$ cat src/rtl/assert_macros.svh
// assertion macros shared by the deframer modules
`ifndef ASSERT_MACROS_SVH
`define ASSERT_MACROS_SVH

// antecedent holds in this cycle -> consequent holds in the same cycle
`define CHK_IMP(lbl, ante, cons, msg) \
  lbl: assert property (@(posedge clk) disable iff (rst) (ante) |-> (cons)) \
    else $error(msg);

// antecedent holds in this cycle -> consequent holds in the next cycle
`define CHK_NXT(lbl, ante, cons, msg) \
  lbl: assert property (@(posedge clk) disable iff (rst) (ante) |=> (cons)) \
    else $error(msg);

`endif

$ cat src/rtl/mdd_pkg.sv
// types and constants of the frame deframer
package mdd_pkg;

  localparam int VERSION_LEN      = 1;
  localparam int MAGIC_LEN        = 4;
  localparam int BLOCK_LEN        = 8;
  localparam int LENGTH_FIELD_LEN = 4;
  localparam int SEQ_LEN          = 4;
  localparam int KEY_BYTE_POS     = 0;

  localparam int HOLD_DEPTH = 7;
  localparam int HOLD_W     = $clog2(HOLD_DEPTH + 1);
  localparam int PEND_W     = $clog2(HOLD_DEPTH + 3);
  localparam int MOD_W      = $clog2(BLOCK_LEN);
  localparam int CNT_W      = 31;
  localparam int LEN_W      = 8 * LENGTH_FIELD_LEN;

  // key bytes that get remapped (zero and KEY_SUB_BYTE), and the bias added to them
  localparam logic [7:0] KEY_SUB_BYTE = 8'd32;
  localparam logic [7:0] KEY_BIAS     = 8'd3;

  typedef enum logic [3:0] {
    ST_OK            = 4'd0,
    ST_BAD_VERSION   = 4'd1,
    ST_SHORT_VERSION = 4'd2,
    ST_SHORT_MAGIC   = 4'd3,
    ST_SHORT_IV      = 4'd4,
    ST_SHORT_LENGTH  = 4'd5,
    ST_NEG_LENGTH    = 4'd6,
    ST_SHORT_NAME    = 4'd7,
    ST_SHORT_SEQ     = 4'd8,
    ST_BAD_BLOCK     = 4'd9
  } status_t;

  typedef enum logic [7:0] {
    PH_VERSION = 8'b0000_0001,
    PH_MAGIC   = 8'b0000_0010,
    PH_IV      = 8'b0000_0100,
    PH_LENGTH  = 8'b0000_1000,
    PH_NAME    = 8'b0001_0000,
    PH_SEQ     = 8'b0010_0000,
    PH_PAYLOAD = 8'b0100_0000,
    PH_DISCARD = 8'b1000_0000
  } phase_t;

  typedef struct packed {
    logic [7:0] in_byte;
    logic       in_last;
  } in_item_t;

  typedef struct packed {
    logic [7:0] out_byte;
    logic       byte_valid;
    logic       frame_end;
    logic [3:0] status;
  } res_item_t;

  // everything one input item hands to the result sequencer
  typedef struct packed {
    logic                           rel_valid;
    logic [7:0]                     rel_byte;
    logic                           fin;
    logic [HOLD_W-1:0]              keep;
    status_t                        status;
    logic [HOLD_DEPTH-1:0][7:0]     hold;
  } bundle_t;

endpackage

$ cat src/rtl/mdd_core.sv
// field parser, header key xor and trailing hold buffer
module mdd_core
  import mdd_pkg::*;
(
  input  logic       clk,
  input  logic       rst,
  input  logic       fire,
  input  in_item_t   item,
  input  logic [7:0] expected_version,
  output bundle_t    bundle
);

  `include "assert_macros.svh"

  phase_t                     phase, phase_next;
  logic [CNT_W-1:0]           cnt, cnt_next;
  logic [7:0]                 key, key_next;
  logic [LEN_W-1:0]           len, len_next;
  logic [MOD_W-1:0]           pmod, pmod_next;
  status_t                    err, err_next;
  logic [HOLD_W-1:0]          hold_count, count_after;
  logic [HOLD_DEPTH-1:0][7:0] hold, hold_after;

  logic [CNT_W:0]   cnt_plus;
  logic [LEN_W-1:0] len_shift;
  logic [7:0]       b, bx;
  logic             push, full;
  logic [7:0]       pbyte;
  status_t          st;
  logic [HOLD_W-1:0] keep;

  assign b         = item.in_byte;
  assign bx        = item.in_byte ^ key;
  assign cnt_plus  = {1'b0, cnt} + (CNT_W + 1)'(1);
  assign len_shift = {len[LEN_W-9:0], bx};

  always_comb begin
    phase_next = phase;
    cnt_next   = cnt;
    key_next   = key;
    len_next   = len;
    pmod_next  = pmod;
    err_next   = err;
    push       = 1'b0;
    pbyte      = b;
    case (phase)
      PH_VERSION: begin
        if (b != expected_version) begin
          err_next   = ST_BAD_VERSION;
          phase_next = PH_DISCARD;
        end else begin
          phase_next = PH_MAGIC;
          cnt_next   = '0;
        end
      end
      PH_MAGIC: begin
        push     = 1'b1;
        cnt_next = cnt_plus[CNT_W-1:0];
        if (cnt_plus >= (CNT_W + 1)'(MAGIC_LEN)) begin
          phase_next = PH_IV;
          cnt_next   = '0;
        end
      end
      PH_IV: begin
        if (cnt == CNT_W'(KEY_BYTE_POS)) begin
          key_next = (b == 8'd0 || b == KEY_SUB_BYTE) ? b + KEY_BIAS : b;
        end
        cnt_next = cnt_plus[CNT_W-1:0];
        if (cnt_plus >= (CNT_W + 1)'(BLOCK_LEN)) begin
          phase_next = PH_LENGTH;
          cnt_next   = '0;
          len_next   = '0;
        end
      end
      PH_LENGTH: begin
        push     = 1'b1;
        pbyte    = bx;
        len_next = len_shift;
        cnt_next = cnt_plus[CNT_W-1:0];
        if (cnt_plus >= (CNT_W + 1)'(LENGTH_FIELD_LEN)) begin
          cnt_next = '0;
          if (len_shift[LEN_W-1]) begin
            err_next   = ST_NEG_LENGTH;
            phase_next = PH_DISCARD;
          end else begin
            phase_next = (len_shift == '0) ? PH_SEQ : PH_NAME;
          end
        end
      end
      PH_NAME: begin
        push     = 1'b1;
        pbyte    = bx;
        cnt_next = cnt_plus[CNT_W-1:0];
        if (cnt_plus >= len) begin
          phase_next = PH_SEQ;
          cnt_next   = '0;
        end
      end
      PH_SEQ: begin
        push     = 1'b1;
        pbyte    = bx;
        cnt_next = cnt_plus[CNT_W-1:0];
        if (cnt_plus >= (CNT_W + 1)'(SEQ_LEN)) begin
          phase_next = PH_PAYLOAD;
          cnt_next   = '0;
          pmod_next  = '0;
        end
      end
      PH_PAYLOAD: begin
        push      = 1'b1;
        pmod_next = pmod + MOD_W'(1);
      end
      default: begin
      end
    endcase
  end

  // hold buffer: the oldest byte leaves once all entries are taken
  assign full = (hold_count >= HOLD_W'(HOLD_DEPTH));

  always_comb begin
    hold_after  = hold;
    count_after = hold_count;
    if (push) begin
      if (full) begin
        hold_after                 = hold >> 8;
        hold_after[HOLD_DEPTH-1]   = pbyte;
        count_after                = HOLD_W'(HOLD_DEPTH);
      end else begin
        hold_after[hold_count]     = pbyte;
        count_after                = hold_count + HOLD_W'(1);
      end
    end
  end

  always_comb begin
    case (phase_next)
      PH_VERSION: st = ST_SHORT_VERSION;
      PH_MAGIC:   st = ST_SHORT_MAGIC;
      PH_IV:      st = ST_SHORT_IV;
      PH_LENGTH:  st = ST_SHORT_LENGTH;
      PH_NAME:    st = ST_SHORT_NAME;
      PH_SEQ:     st = ST_SHORT_SEQ;
      PH_PAYLOAD: st = (pmod_next != '0) ? ST_BAD_BLOCK : ST_OK;
      default:    st = err_next;
    endcase
  end

  // bytes kept at frame end: up to and including the newest zero byte
  always_comb begin
    keep = '0;
    for (int i = 0; i < HOLD_DEPTH; i++) begin
      if (HOLD_W'(i) < count_after && hold_after[i] == 8'h00) begin
        keep = HOLD_W'(i + 1);
      end
    end
  end

  // the flush happens only on the last byte of a good frame
  always_comb begin
    bundle.rel_valid = push & full;
    bundle.rel_byte  = hold[0];
    bundle.fin       = item.in_last;
    bundle.status    = st;
    bundle.keep      = (item.in_last && st == ST_OK) ? keep : '0;
    bundle.hold      = hold_after;
  end

  always_ff @(posedge clk) begin
    if (rst) begin
      phase      <= PH_VERSION;
      cnt        <= '0;
      key        <= '0;
      len        <= '0;
      pmod       <= '0;
      err        <= ST_OK;
      hold_count <= '0;
    end else if (fire) begin
      if (item.in_last) begin
        phase      <= PH_VERSION;
        cnt        <= '0;
        key        <= '0;
        len        <= '0;
        pmod       <= '0;
        err        <= ST_OK;
        hold_count <= '0;
      end else begin
        phase      <= phase_next;
        cnt        <= cnt_next;
        key        <= key_next;
        len        <= len_next;
        pmod       <= pmod_next;
        err        <= err_next;
        hold_count <= count_after;
      end
    end
  end

  always_ff @(posedge clk) begin
    if (fire) begin
      hold <= hold_after;
    end
  end

  `CHK_NXT(a_frame_clears, fire && item.in_last, phase == PH_VERSION && hold_count == '0, "frame end did not clear state")
  `CHK_IMP(a_hold_phase, hold_count != '0, phase != PH_VERSION, "held bytes outside a frame")

endmodule

$ cat src/rtl/mdd_emit.sv
// result sequencer: released byte, trimmed flush, then frame status
module mdd_emit
  import mdd_pkg::*;
(
  input  logic      clk,
  input  logic      rst,
  input  logic      load,
  input  bundle_t   bundle,
  output logic      free,
  output logic      res_valid,
  input  logic      res_stall,
  output res_item_t res
);

  `include "assert_macros.svh"

  logic                       pend_rel;
  logic [7:0]                 rel_byte;
  logic [HOLD_DEPTH-1:0][7:0] flush_buf;
  logic [HOLD_W-1:0]          flush_left;
  logic                       pend_stat;
  status_t                    stat;

  logic [PEND_W-1:0] pend_cnt;
  logic              take;

  assign pend_cnt  = PEND_W'(pend_rel) + PEND_W'(flush_left) + PEND_W'(pend_stat);
  assign res_valid = (pend_cnt != '0);
  assign take      = res_valid & ~res_stall;
  assign free      = (pend_cnt == '0) || (pend_cnt == PEND_W'(1) && take);

  always_comb begin
    if (pend_rel) begin
      res = '{out_byte: rel_byte, byte_valid: 1'b1, frame_end: 1'b0, status: ST_OK};
    end else if (flush_left != '0) begin
      res = '{out_byte: flush_buf[0], byte_valid: 1'b1, frame_end: 1'b0, status: ST_OK};
    end else begin
      res = '{out_byte: 8'h00, byte_valid: 1'b0, frame_end: pend_stat, status: stat};
    end
  end

  always_ff @(posedge clk) begin
    if (rst) begin
      pend_rel   <= 1'b0;
      flush_left <= '0;
      pend_stat  <= 1'b0;
    end else if (load) begin
      pend_rel   <= bundle.rel_valid;
      flush_left <= bundle.keep;
      pend_stat  <= bundle.fin;
    end else if (take) begin
      if (pend_rel) begin
        pend_rel <= 1'b0;
      end else if (flush_left != '0) begin
        flush_left <= flush_left - HOLD_W'(1);
      end else begin
        pend_stat <= 1'b0;
      end
    end
  end

  always_ff @(posedge clk) begin
    if (load) begin
      rel_byte  <= bundle.rel_byte;
      flush_buf <= bundle.hold;
      stat      <= bundle.status;
    end else if (take && !pend_rel && flush_left != '0) begin
      flush_buf <= flush_buf >> 8;
    end
  end

  `CHK_IMP(a_flush_at_end, flush_left != '0, pend_stat, "flush without a closing status")
  `CHK_NXT(a_end_drains, take && res.frame_end && !load, pend_cnt == '0, "results left after status")

endmodule

$ cat src/rtl/message_deframe_decrypt.sv
// top level of the streaming frame deframer with header key decode
// throughput: one byte per cycle while res_stall is low; a frame's last byte holds the
//   input while up to nine results drain (one released byte, seven flushed bytes, the status)
// the header path is an input register, one parse step and a result sequencer
// reset: synchronous, active high; clears all frame state and expected_version
module message_deframe_decrypt
  import mdd_pkg::*;
(
  input  logic       clk,
  input  logic       rst,
  // input byte channel
  input  logic       item_valid,
  output logic       item_stall,
  input  in_item_t   item,
  // result channel
  output logic       res_valid,
  input  logic       res_stall,
  output res_item_t  res,
  // version register write
  input  logic       cfg_valid,
  output logic       cfg_ready,
  input  logic [7:0] cfg_data
);

  logic [7:0] expected_version;

  // input register in front of the parser
  logic     in_q_valid;
  in_item_t in_q;

  // the parser fires when the sequencer can take its whole bundle
  logic    emit_free;
  logic    fire;
  bundle_t bundle;

  // register writes are always taken
  assign cfg_ready = 1'b1;

  always_ff @(posedge clk) begin
    if (rst) begin
      expected_version <= '0;
    end else if (cfg_valid && cfg_ready) begin
      expected_version <= cfg_data;
    end
  end

  // hold the input only while a captured item waits for the parser
  assign fire       = in_q_valid & emit_free;
  assign item_stall = in_q_valid & ~emit_free;

  always_ff @(posedge clk) begin
    if (rst) begin
      in_q_valid <= 1'b0;
    end else if (!item_stall) begin
      in_q_valid <= item_valid;
    end
  end

  always_ff @(posedge clk) begin
    if (item_valid && !item_stall) begin
      in_q <= item;
    end
  end

  // phase tracking, key decode and the trailing hold buffer
  mdd_core u_core (
    .clk              (clk),
    .rst              (rst),
    .fire             (fire),
    .item             (in_q),
    .expected_version (expected_version),
    .bundle           (bundle)
  );

  // emits each bundle as a run of result items
  mdd_emit u_emit (
    .clk       (clk),
    .rst       (rst),
    .load      (fire),
    .bundle    (bundle),
    .free      (emit_free),
    .res_valid (res_valid),
    .res_stall (res_stall),
    .res       (res)
  );

endmodule

$ cat config.mk
export PLATFORM = sky130hd
export DESIGN_NAME = message_deframe_decrypt
export DESIGN_NICKNAME = d
export VERILOG_FILES = /design/src/rtl/mdd_pkg.sv /design/src/rtl/mdd_core.sv /design/src/rtl/mdd_emit.sv /design/src/rtl/message_deframe_decrypt.sv
export VERILOG_INCLUDE_DIRS = /design/src /design/src/rtl
export SDC_FILE = /design/constraint.sdc
export NUM_CORES = 1
export LEC_CHECK = 0
export BUFFER_PORTS_ARGS = -buffer_cell sky130_fd_sc_hd__buf_2
export CAP_MARGIN = 20
export CORE_MARGIN = 4
export CORE_UTILIZATION = 57
export DETAILED_ROUTE_END_ITERATION = 10
export GPL_ROUTABILITY_DRIVEN = 0
export PLACE_DENSITY_LB_ADDON = 0.15
export SETUP_SLACK_MARGIN = 0.2
export SLEW_MARGIN = 10
export SYNTH_ARGS = -nofsm -noshare
export SYNTH_HDL_FRONTEND = slang
export SYNTH_SLANG_ARGS = --single-unit
export TNS_END_PERCENT = 5
$ cat constraint.sdc
create_clock -name clk -period 5.2 [get_ports clk]
set_input_delay 0.78 -clock clk [delete_from_list [all_inputs] [get_ports clk]]
set_output_delay 0.78 -clock clk [all_outputs]
set_load 0.02 [all_outputs]
==> results by group, run 1 <==
Drt
  • Antenna Nets Post-Route: 0
  • WL/cell: approximately 19 um
  • Initial detailed-routing violation count: between 1000 and 1500
  • Total Wirelength: between 30000 and 40000 um
  • Via count: 11200
  • First-pass DRT Iterations: 7
  • Vias per cell: ~6.2
  • DRC violations left: 0

Logic synthesis
  • Synth Area per Inst: around 8.8 um^2
  • Synth Net Count: approximately 1600
  • Seq/Total Area, Yosys: 45.8%
  • Mapped Cells: 1499
  • Ys flop type: edfxtp_1
  • Distinct cells, synth: 76
  • Synth warn: 0
  • Post-synth EDFFs: about 130
  • Seq cells post-synth: approximately 240
  • Mapped Area: approximately 13000 um^2
  • Ys async rst share: 0%

Layout
  • Diodes inserted: 0
  • Commonest non-fill, non-tap cell in the layout: nand2_1
  • # nets final: around 1600
  • Layout cell share with drive strength beyond 1: between 10% and 20%
  • Most frequent cells in the layout: nand2_1, nor2_1, edfxtp_1
  • Area grow syn2layout: 11.5%
  • Final Util: 64.9%
  • Fill count: roughly 1900

Timing
  • Setup TNS: 0 ns
  • Crit share post-route: roughly 90%
  • Slew Limit Fails: 0
  • Clock period minus worst slack: about 4.8 ns
  • Setup Viol. Count Final: 0
  • Rel. slew slack: 22.7%
  • Clk_skew: 0.00799 ns
  • Final Hold Viols: 0
  • Unrepaired setup endpoints after global routing: false
  • FMAX: 207 MHz
  • Worst slew pin tran: about 1.2 ns

Clocking
  • CTS max path bufs: 3
  • Root Driver: clkbuf_16
  • Clock transition at path regs: 0.06 ns
  • Clock sink count: 236
  • Latest clock arrival within the worst-skew pair: around 0.53 ns
  • CTS tree: done
  • Cts bufs inserted: 26
  • Hold Buf Count CTS: 0
  • H-Tree Depth: 1

Floorplan
  • Starting Density: between 50% and 60%
  • Row Count: 55
  • Die footprint: about 26000 um^2
  • DIE HEIGHT: around 160 um
  • Die Wd: ~160 um
  • # IOs: 39
  • Core Box Area: roughly 23000 um^2

Global route
  • Largest net degree at the start of global routing: 120
  • First-pass GRT wire length: about 55000 um
  • Gr ovfl total: 0
  • Total GRT Usage: roughly a quarter
  • Initial antenna violation count: 0
  • Number of global-route vias before repair: between 10000 and 15000

Worst hold path
  • Hold_sp: item[1]
  • Hold path cells: 1
  • Hold Crit Endpoint: in_q[1]$_DFFE_PP_
  • Hold Crit Class: in2reg

Power and ir drop
  • Leak: ~0.0053 uW
  • P per Cell Area: roughly 270 nW/um^2
  • Worst vdd ir: between 0.0002 and 0.0003 V
  • Pwr Total: 4050 uW

Critical path
  • Worst EP arrival: around 5.1 ns
  • Worst r2r path cells: 17
  • Kind of critical path: reg2reg
  • Worst EP required: 5.45 ns
  • CP max FO: 7
  • R2r setup slk: 0.38 ns
  • Crit. End Element: flip-flop
  • Startpoint Class: flip-flop
  • Worst r2r src: u_core.cnt[17]$_SDFFE_PP0P_
  • RR Endpoint: u_emit.stat[1]$_DFFE_PP_

Status
  • Outcome: finished, final reports clean

Flow run
  • Max-Cap Viols: 0

Placed design
  • Port bufs: 37
  • Hpwl dp: 23300 um
-- cells in the mapped netlist (9+ instances only) --
library cell / n / area, um^2
nand2_1: 209 / 785
nor2_1: 169 / 634
edfxtp_1: 133 / 3990
dfxtp_1: 103 / 2060
a21oi_1: 97 / 485
clkbuf_1: 73 / 274
inv_1: 67 / 251
nand3_1: 56 / 280
o21ai_0: 46 / 230
ha_1: 41 / 513
nor3_1: 36 / 180
a31oi_1: 34 / 213
xnor2_1: 34 / 298
nor4_1: 33 / 206
o22a_1: 31 / 272
a22oi_1: 29 / 218
xor2_1: 29 / 254
nand4_1: 26 / 163
and2_1: 17 / 106
and3_1: 17 / 106
a21o_1: 16 / 120
buf_1: 14 / 52.6
mux2i_1: 13 / 130
or3_1: 13 / 81.3
nand2b_1: 11 / 68.8
or4_1: 9 / 67.6
-- worst max-delay path, cell delays in order (launching register included) --
cell and delay [ns]:
dfxtp_1 0.45, and4_1 0.33, nand2_2 0.17, or3_4 0.42, xnor2_1 0.14, ha_1 0.30
nand4_1 0.19, nor4_2 0.30, nand2_1 0.10, a311o_1 0.31, and4b_1 0.24, or2_2 0.31
or2_4 0.26, o22a_1 0.21, or2_2 0.30, a211oi_2 0.23, nand2b_4 0.20, o32ai_1 0.08
-- layer usage --
| layer | wire length [um] | up-vias | GRT usage (%) | part of all wire [%] |
|---|---|---|---|---|
| met5 | 0 | - | 0 | 0 |
| met4 | 636 | 0 | 5.24 | 1.9 |
| met3 | 2610 | 60 | 3.74 | 7.8 |
| met2 | 14400 | 422 | 37.5 | 43 |
| met1 | 16000 | 5300 | 40.0 | 48 |
| li1 | - | 5443 | - | - |
-- timing repair --
action                     4_1_cts  5_1_grt
gates resized for setup         13       30
cloned                           0        0
setup endpoints to repair        8       10
buffers inserted                 0        4
pin swaps                        0        9
-- flip-flops by register name (all words and copies together) (netlist names), 4 cells and up --
name / cells
u_emit.stat: 4
u_core.err: 4
u_core.bundle: 8
u_core.key: 8
u_core.len: 32
u_emit.flush_buf: 56
u_core.cnt: 31
expected_version: 8
u_core.phase: 8
in_q: 9
u_emit.rel_byte: 8
u_core.hold: 48
-- cell families after synthesis --
group	share of synthesized area (%)
simple gates	23.0
compound gates	16.8
flops	45.8
buf+inv	5.01
xor+xnor	4.17
fa+ha+maj	4.03
mux	1.15
other cells	0.0284
-- power by group --
| group | internal, uW | switching, uW | leakage (uW) | total, uW |
|---|---|---|---|---|
| Clock | 1030 | 745 | 0.000405 | 1770 |
| Sequential | 2020 | 24.4 | 0.00193 | 2040 |
| Combinational | 74.1 | 157 | 0.00301 | 231 |
-- per-stage QoR --
step                setup slack (ns)  cells  area, um^2  hold WS (ns)
finish                         0.380   1815       14700         0.419
global route                   0.195   1815       14700         0.401
CTS                            0.201   1811       14600         0.396
detailed placement           -0.0499   1763       13700         0.448
global placement               0.128   1763       13700         0.440
floorplan                      0.222   1499       13200         0.427
-- area by class of cell --
type / instances / area (um^2) / area share (%)
Tap cell: 285 / 357 / 2.42
Clock buffer: 35 / 724 / 4.91
Inverter: 68 / 258 / 1.75
Sequential cell: 236 / 6070 / 41.2
Clock inverter: 13 / 106 / 0.721
Timing Repair Buffer: 83 / 546 / 3.70
Multi-Input combinational cell: 1095 / 6680 / 45.3
-- worst max-delay path by stage --
stage | from | end | cells after the start
global route | u_core.cnt[0]$_SDFFE_PP0P_ | u_emit.flush_left[0]$_SDFFE_PP0P_ | 14
global placement | u_core.cnt[0]$_SDFFE_PP0P_ | u_emit.stat[1]$_DFFE_PP_ | 18
detailed placement | u_core.cnt[0]$_SDFFE_PP0P_ | u_emit.stat[1]$_DFFE_PP_ | 18
floorplan | u_core.cnt[0]$_SDFFE_PP0P_ | u_emit.stat[1]$_DFFE_PP_ | 19
finish | u_core.cnt[17]$_SDFFE_PP0P_ | u_emit.stat[1]$_DFFE_PP_ | 17
CTS | u_core.cnt[3]$_SDFFE_PP0P_ | u_emit.stat[1]$_DFFE_PP_ | 17
Power figures use the tool's default switching activity.
==> run 2, diff against run 1 <==
--- a/config.mk
+++ b/config.mk
@@ -13,6 +13,7 @@
 export DETAILED_ROUTE_END_ITERATION = 10
 export GPL_ROUTABILITY_DRIVEN = 0
 export PLACE_DENSITY_LB_ADDON = 0.15
+export RECOVER_POWER = 50
 export SETUP_SLACK_MARGIN = 0.2
 export SLEW_MARGIN = 10
 export SYNTH_ARGS = -nofsm -noshare
==> run 2 against run 1 <==
Against the previous run: the flow now finishes with violations (max-capacitance violations, max-slew violations); worst hold slack got worse by 0.00089 ns; via count increased by 0.19%; first-iteration DRC count decreased by 5.4%; sequential share of layout area increased by 0.11 points.
==> results by group, run 2 (synthesized netlist as in run 1, its figures left out) <==
Layout
  • Area grow syn2layout: 11.3%
  • Layout cell share with drive strength beyond 1: 10.9% (-0.92 points)
  • Most frequent cells in the layout: nand2_1, nor2_1, edfxtp_1
  • Max reg flops: 56 (unchanged)
  • Commonest non-fill, non-tap cell in the layout: nand2_1
  • Largest regs: u_emit.flush_buf (56), u_core.hold (48), u_core.len (32)
  • Diodes inserted: 0 (unchanged)
  • Biggest register: u_emit.flush_buf
  • # nets final: 1574 (unchanged)

Status
  • Failing checks: max-capacitance violations, max-slew violations
  • Outcome: finished with violations

Global route
  • Total GRT Usage: 25.5% (unchanged)
  • Gr ovfl total: 0 (unchanged)
  • First-pass GRT wire length: 54700 um (unchanged)
  • Initial antenna violation count: 0 (unchanged)
  • Number of global-route vias before repair: 10300 (unchanged)
  • Largest net degree at the start of global routing: 120 (unchanged)

Placed design
  • Pre-CTS setup slack: -0.0499 ns (unchanged)
  • Port bufs: 37 (unchanged)
  • Hpwl dp: 23300 um (unchanged)

Clocking
  • CTS tree: done
  • Latest clock arrival within the worst-skew pair: 0.54 ns (about the same)
  • Clock sink count: 236 (unchanged)
  • CTS max path bufs: 3 (unchanged)
  • Cts bufs inserted: 26 (unchanged)
  • Clock transition at path regs: 0.07 ns (about the same)
  • H-Tree Depth: 1 (unchanged)
  • Hold Buf Count CTS: 0 (unchanged)
  • Root Driver: clkbuf_16

Floorplan
  • Row Count: 55 (unchanged)
  • Die Wd: 160 um (unchanged)
  • Die footprint: 25700 um^2 (unchanged)
  • # IOs: 39 (unchanged)
  • Core Box Area: 22700 um^2 (unchanged)
  • Starting Density: 58.2% (unchanged)
  • DIE HEIGHT: 160 um (unchanged)

Drt
  • Antenna Nets Post-Route: 0 (unchanged)
  • Via count: 11200 (+0.19%)
  • Total Wirelength: 33800 um (+0.30%)
  • Initial detailed-routing violation count: 1112 (-5.4%)
  • WL/cell: 18.6 um (+0.30%)
  • First-pass DRT Iterations: 5 (-2)
  • DRC violations left: 0 (unchanged)
  • Vias per cell: 6.20 (+0.19%)

Power and ir drop
  • Sequential power share: 50.5% (about the same)
  • Sw Pwr: 928 uW (+0.22%)
  • Internal: 3120 uW (about the same)
  • Leak: 0.00528 uW (-1.2%)
  • Combinational cell fraction of total power: 5.7% (about the same)
  • Clock network fraction of total power: 43.8% (about the same)
  • P per Cell Area: 276 nW/um^2 (+0.32%)
  • Sw frac: 22.9% (+0.035 points)
  • Worst vdd ir: 0.000255 V (about the same)

Critical path
  • Worst r2r src: u_core.cnt[0]$_SDFFE_PP0P_
  • Kind of critical path: reg2reg
  • R2r setup slk: 0.36 ns (-0.02 ns)
  • Crit path capture: u_core.pmod[1]$_SDFFE_PP0P_
  • RR Endpoint: u_core.pmod[1]$_SDFFE_PP0P_
  • Worst EP arrival: 5.03 ns (-0.04 ns)
  • Startpoint Class: flip-flop
  • Worst EP required: 5.40 ns (-0.05 ns)
  • Crit. End Element: flip-flop
  • CP max FO: 9 (+2)
  • Worst Setup SP: u_core.cnt[0]$_SDFFE_PP0P_
  • Worst r2r path cells: 14 (-3)

Timing
  • Clk_skew: 0.00981 ns (+0.00182 ns)
  • Setup WS post-layout: 0.364 ns (-0.0164 ns)
  • Setup Viol. Count Final: 0 (unchanged)
  • Rel. slew slack: -216% (-240 points)
  • Final Hold Viols: 0 (unchanged)
  • Worst slew pin tran: 4.74 ns (+3.58 ns)
  • Worst hold margin: 0.418 ns (-0.000886 ns)
  • FMAX: 207 MHz (-0.34%)
  • Setup TNS: 0 ns (unchanged)
  • Crit share post-route: 93.0% (+0.32 points)
  • Clock period minus worst slack: 4.84 ns (+0.0164 ns)
  • Unrepaired setup endpoints after global routing: false
  • Slew Limit Fails: 144 (+144)

Worst hold path
  • Hold_sp: item[1]
  • Hold Crit Class: in2reg

Flow run
  • Max-Cap Viols: 2 (+2)
-- run 2: cell types whose count changed in the layout (fill, tap and decap cells not counted), sizes merged --
| cell | change |
|---|---|
| clkbuf | +15 |
| buf | -15 |
-- run 2: per-layer routing --
| metal | GRT usage (%) | up-vias | routed length [um] |
|---|---|---|---|
| li1 | - | 5445 | - |
| met3 | 3.74 | 51 | 2650 |
| met1 | 40.0 | 5292 | 16000 |
| met2 | 37.5 | 458 | 14600 |
| met4 | 5.24 | 0 | 563 |
| met5 | 0 | - | 0 |
-- run 2: cell type report --
type / count / area, um^2
Fill cell: 1935 / 8000
Multi-Input combinational cell: 1095 / 6680
Sequential cell: 236 / 6070
Clock buffer: 35 / 724
Timing Repair Buffer: 83 / 508
Tap cell: 285 / 357
Inverter: 68 / 258
Clock inverter: 13 / 106
-- run 2: repair_timing --
action	CTS	global route
gates resized for setup	13	30
gates cloned	0	0
pin swaps	0	9
endpoints found under the setup margin	8	10
buffers inserted	0	4
-- run 2: power by group through the flow --
stage | clock network [uW] | registers (uW) | logic (uW)
after floorplan | 0 | 2080 | 163
after global placement | 0 | 2080 | 220
after detailed placement | 0 | 2090 | 224
after CTS | 1800 | 2050 | 225
after global routing | 1890 | 2050 | 258
final | 1770 | 2050 | 231
-- run 2: how the worst min path moves through the flow --
stage | to | cells past startpoint
3_3_place_gp | u_core.len[27]$_SDFFE_PP0P_ | 2
3_5_place_dp | u_emit.rel_byte[2]$_DFFE_PP_ | 0
4_1_cts | in_q[3]$_DFFE_PP_ | 1
5_1_grt | in_q[0]$_DFFE_PP_ | 1
2_1_floorplan | u_emit.rel_byte[0]$_DFFE_PP_ | 0
6_report | in_q[1]$_DFFE_PP_ | 1
-- run 2: critical path: stages, from the launching register on --
cell and delay, ns:
dfxtp_4 0.39, ha_4 0.16, and3_4 0.24, buf_4 0.14, nand3_1 0.09, xnor2_1 0.19
or4_1 0.55, or4_1 0.48, or4_1 0.70, a221o_1 0.50, a211oi_4 0.26, nand4b_2 0.18
o31ai_1 0.35, a21bo_2 0.18, a21oi_1 0.07
-- run 2: per-stage QoR --
stage / cell area (um^2) / total power [uW] / cells / util, %
floorplan: 13200 / 2240 / 1499 / -
global placement: 13700 / 2310 / 1763 / 60.4
detailed placement: 13700 / 2310 / 1763 / 60.4
CTS: 14600 / 4070 / 1811 / 64.3
global route: 14700 / 4190 / 1815 / 64.8
finish: 14700 / 4050 / 1815 / 64.8
==> run 3, diff against run 2 <==
--- a/config.mk
+++ b/config.mk
@@ -14,6 +14,7 @@
 export GPL_ROUTABILITY_DRIVEN = 0
 export PLACE_DENSITY_LB_ADDON = 0.15
 export RECOVER_POWER = 50
+export REMOVE_ABC_BUFFERS = 1
 export SETUP_SLACK_MARGIN = 0.2
 export SLEW_MARGIN = 10
 export SYNTH_ARGS = -nofsm -noshare
==> run 3 against run 2 <==
Against the previous run: the flow still finishes with violations (max-capacitance violations, max-slew violations); non-clock buffer count up 4; worst setup slack improved by 0.054 ns; sequential share of layout area shrank 0.17 points; core utilization increased by 0.37 points; global-route usage fell by 0.93 points; flip-flop and latch count unchanged; cell area up 0.58%; first-iteration DRC count up 0.27%; total power grew 0.91%; sequential power is essentially flat; largest power group unchanged.
==> results by group, run 3 (synthesized netlist as in run 1, its figures left out) <==
Status
  • Outcome: finished with violations
  • Failing checks: max-capacitance violations, max-slew violations

Clocking
  • Latest clock arrival within the worst-skew pair: 0.53 ns (about the same)
  • Hold Buf Count CTS: 0 (unchanged)
  • Clock transition at path regs: 0.06 ns (about the same)
  • H-Tree Depth: 1 (unchanged)
  • CTS max path bufs: 3 (unchanged)
  • Clock sink count: 236 (unchanged)
  • Cts bufs inserted: 26 (unchanged)
  • Root Driver: clkbuf_16
  • CTS tree: done

Layout
  • Area grow syn2layout: 11.9%
  • Max reg flops: 56 (unchanged)
  • Most frequent cells in the layout: nand2_1, nor2_1, edfxtp_1
  • Commonest non-fill, non-tap cell in the layout: nand2_1
  • # nets final: 1578 (+0.25%)
  • Diodes inserted: 0 (unchanged)
  • Layout cell share with drive strength beyond 1: 11.7% (+0.75 points)
  • Largest regs: u_emit.flush_buf (56), u_core.hold (48), u_core.len (32)
  • Biggest register: u_emit.flush_buf
  • Final Util: 65.1% (+0.37 points)

Timing
  • Slew Limit Fails: 123 (-15%)
  • Final Hold Viols: 0 (unchanged)
  • Clk_skew: 0.0128 ns (+0.00301 ns)
  • Clock period minus worst slack: 4.78 ns (-0.0538 ns)
  • Unrepaired setup endpoints after global routing: false
  • Crit share post-route: 92.0% (-1.0 points)
  • Worst slew pin tran: 3.10 ns (-1.64 ns)
  • Rel. slew slack: -107% (+110 points)
  • FMAX: 209 MHz (+1.1%)
  • Setup Viol. Count Final: 0 (unchanged)

Placed design
  • Port bufs: 37 (unchanged)
  • Hpwl dp: 22600 um (-2.8%)

Worst hold path
  • Hold Crit Class: in2reg

Critical path
  • Worst EP arrival: 5.06 ns (+0.03 ns)
  • Kind of critical path: reg2reg
  • CP max FO: 7 (-2)
  • Crit. End Element: flip-flop
  • Startpoint Class: flip-flop
  • Worst EP required: 5.48 ns (+0.08 ns)

Drt
  • Antenna Nets Post-Route: 0 (unchanged)
  • First-pass DRT Iterations: 6 (+1)
  • DRC violations left: 0 (unchanged)
  • Total Wirelength: 32700 um (-3.1%)
  • Vias per cell: 6.15 (-0.74%)
  • Via count: 11200 (-0.52%)
  • Initial detailed-routing violation count: 1115 (+0.27%)
  • WL/cell: 18.0 um (-3.3%)

Global route
  • Initial antenna violation count: 0 (unchanged)
  • Gr ovfl total: 0 (unchanged)
  • Number of global-route vias before repair: 10400 (+0.99%)
  • Total GRT Usage: 24.6% (-0.93 points)
  • First-pass GRT wire length: 53000 um (-3.2%)
  • Largest net degree at the start of global routing: 66 (-45%)

Floorplan
  • Row Count: 55 (unchanged)
  • Die Wd: 160 um (unchanged)
  • Core Box Area: 22700 um^2 (unchanged)
  • Die footprint: 25700 um^2 (unchanged)
  • Starting Density: 58.2% (unchanged)
  • DIE HEIGHT: 160 um (unchanged)
  • # IOs: 39 (unchanged)

Power and ir drop
  • Pwr Total: 4090 uW (+0.91%)
  • Leak: 0.00532 uW (+0.72%)
  • P per Cell Area: 276 nW/um^2 (+0.33%)
  • Worst vdd ir: 0.000286 V (+12%)

Flow run
  • Max-Cap Viols: 2 (unchanged)
run 3: where the power goes:
| group | leakage [uW] | total (uW) | switching (uW) | internal (uW) |
|---|---|---|---|---|
| Combinational | 0.00296 | 230 | 156 | 74.2 |
| Clock | 0.000422 | 1810 | 743 | 1070 |
| Sequential | 0.00194 | 2040 | 23.5 | 2020 |
| Total | 0.00532 | 4090 | 922 | 3170 |
run 3: area by class of cell:
class / count / area [um^2]
Clock inverter: 10 / 81.3
Sequential cell: 236 / 6080
Tap cell: 285 / 357
Timing Repair Buffer: 87 / 522
Clock buffer: 38 / 767
Fill cell: 1871 / 7920
Inverter: 68 / 258
Multi-Input combinational cell: 1095 / 6720
run 3: path summary, 6_finish.rpt:
| check | start | endpoint | slack, ns | depth (start not counted) |
|---|---|---|---|---|
| setup / recovery | u_core.cnt[3]$_SDFFE_PP0P_ | u_emit.stat[2]$_DFFE_PP_ | 0.42 | 18 |
| hold / removal | item[6] | in_q[6]$_DFFE_PP_ | 0.43 | 1 |
| setup reg to reg | u_core.cnt[3]$_SDFFE_PP0P_ | u_emit.stat[2]$_DFFE_PP_ | 0.42 | 18 |
| hold reg to reg | u_core.len[28]$_SDFFE_PP0P_ | u_core.len[28]$_SDFFE_PP0P_ | 0.45 | 2 |
run 3: per-layer routing:
| metal | track usage, % | vias to the layer above | wire length [um] |
|---|---|---|---|
| met1 | 36.0 | 5259 | 15000 |
| met2 | 37.9 | 409 | 14500 |
| met4 | 6.65 | 0 | 791 |
| met5 | 0 | - | 0 |
| li1 | - | 5455 | - |
| met3 | 4.15 | 64 | 2440 |
run 3: critical path: stages (launching register included):
cell and delay, ns:
dfxtp_2 0.40, and4_4 0.31, nand4_4 0.19, nor3b_4 0.27, nand3_1 0.12, xnor2_1 0.16, ha_1 0.31, nand4_1 0.18
nor4_4 0.31, nand2_1 0.07, a311o_1 0.31, and4b_2 0.28, or2_2 0.30, or2_4 0.26, o22a_1 0.21, nand2b_4 0.16
a221o_1 0.38, buf_4 0.16, a21o_1 0.14
run 3: repair_timing:
item,in CTS,in global routing
buffers inserted,0,4
pin swaps,0,11
resized for setup,6,56
gates cloned,0,0
endpoints found under the setup margin,7,10
run 3: per-stage QoR:
stage,hold slack [ns],cell area [um^2],cells,TNS [ns],setup WS [ns]
2_1_floorplan,0.426,12800,1399,-267.48,-2.42
5_1_grt,0.412,14800,1819,0,0.155
3_3_place_gp,0.440,13700,1766,0,0.256
6_report,0.431,14800,1819,0,0.418
4_1_cts,0.406,14600,1814,0,0.222
3_5_place_dp,0.445,13700,1766,0,0.0948
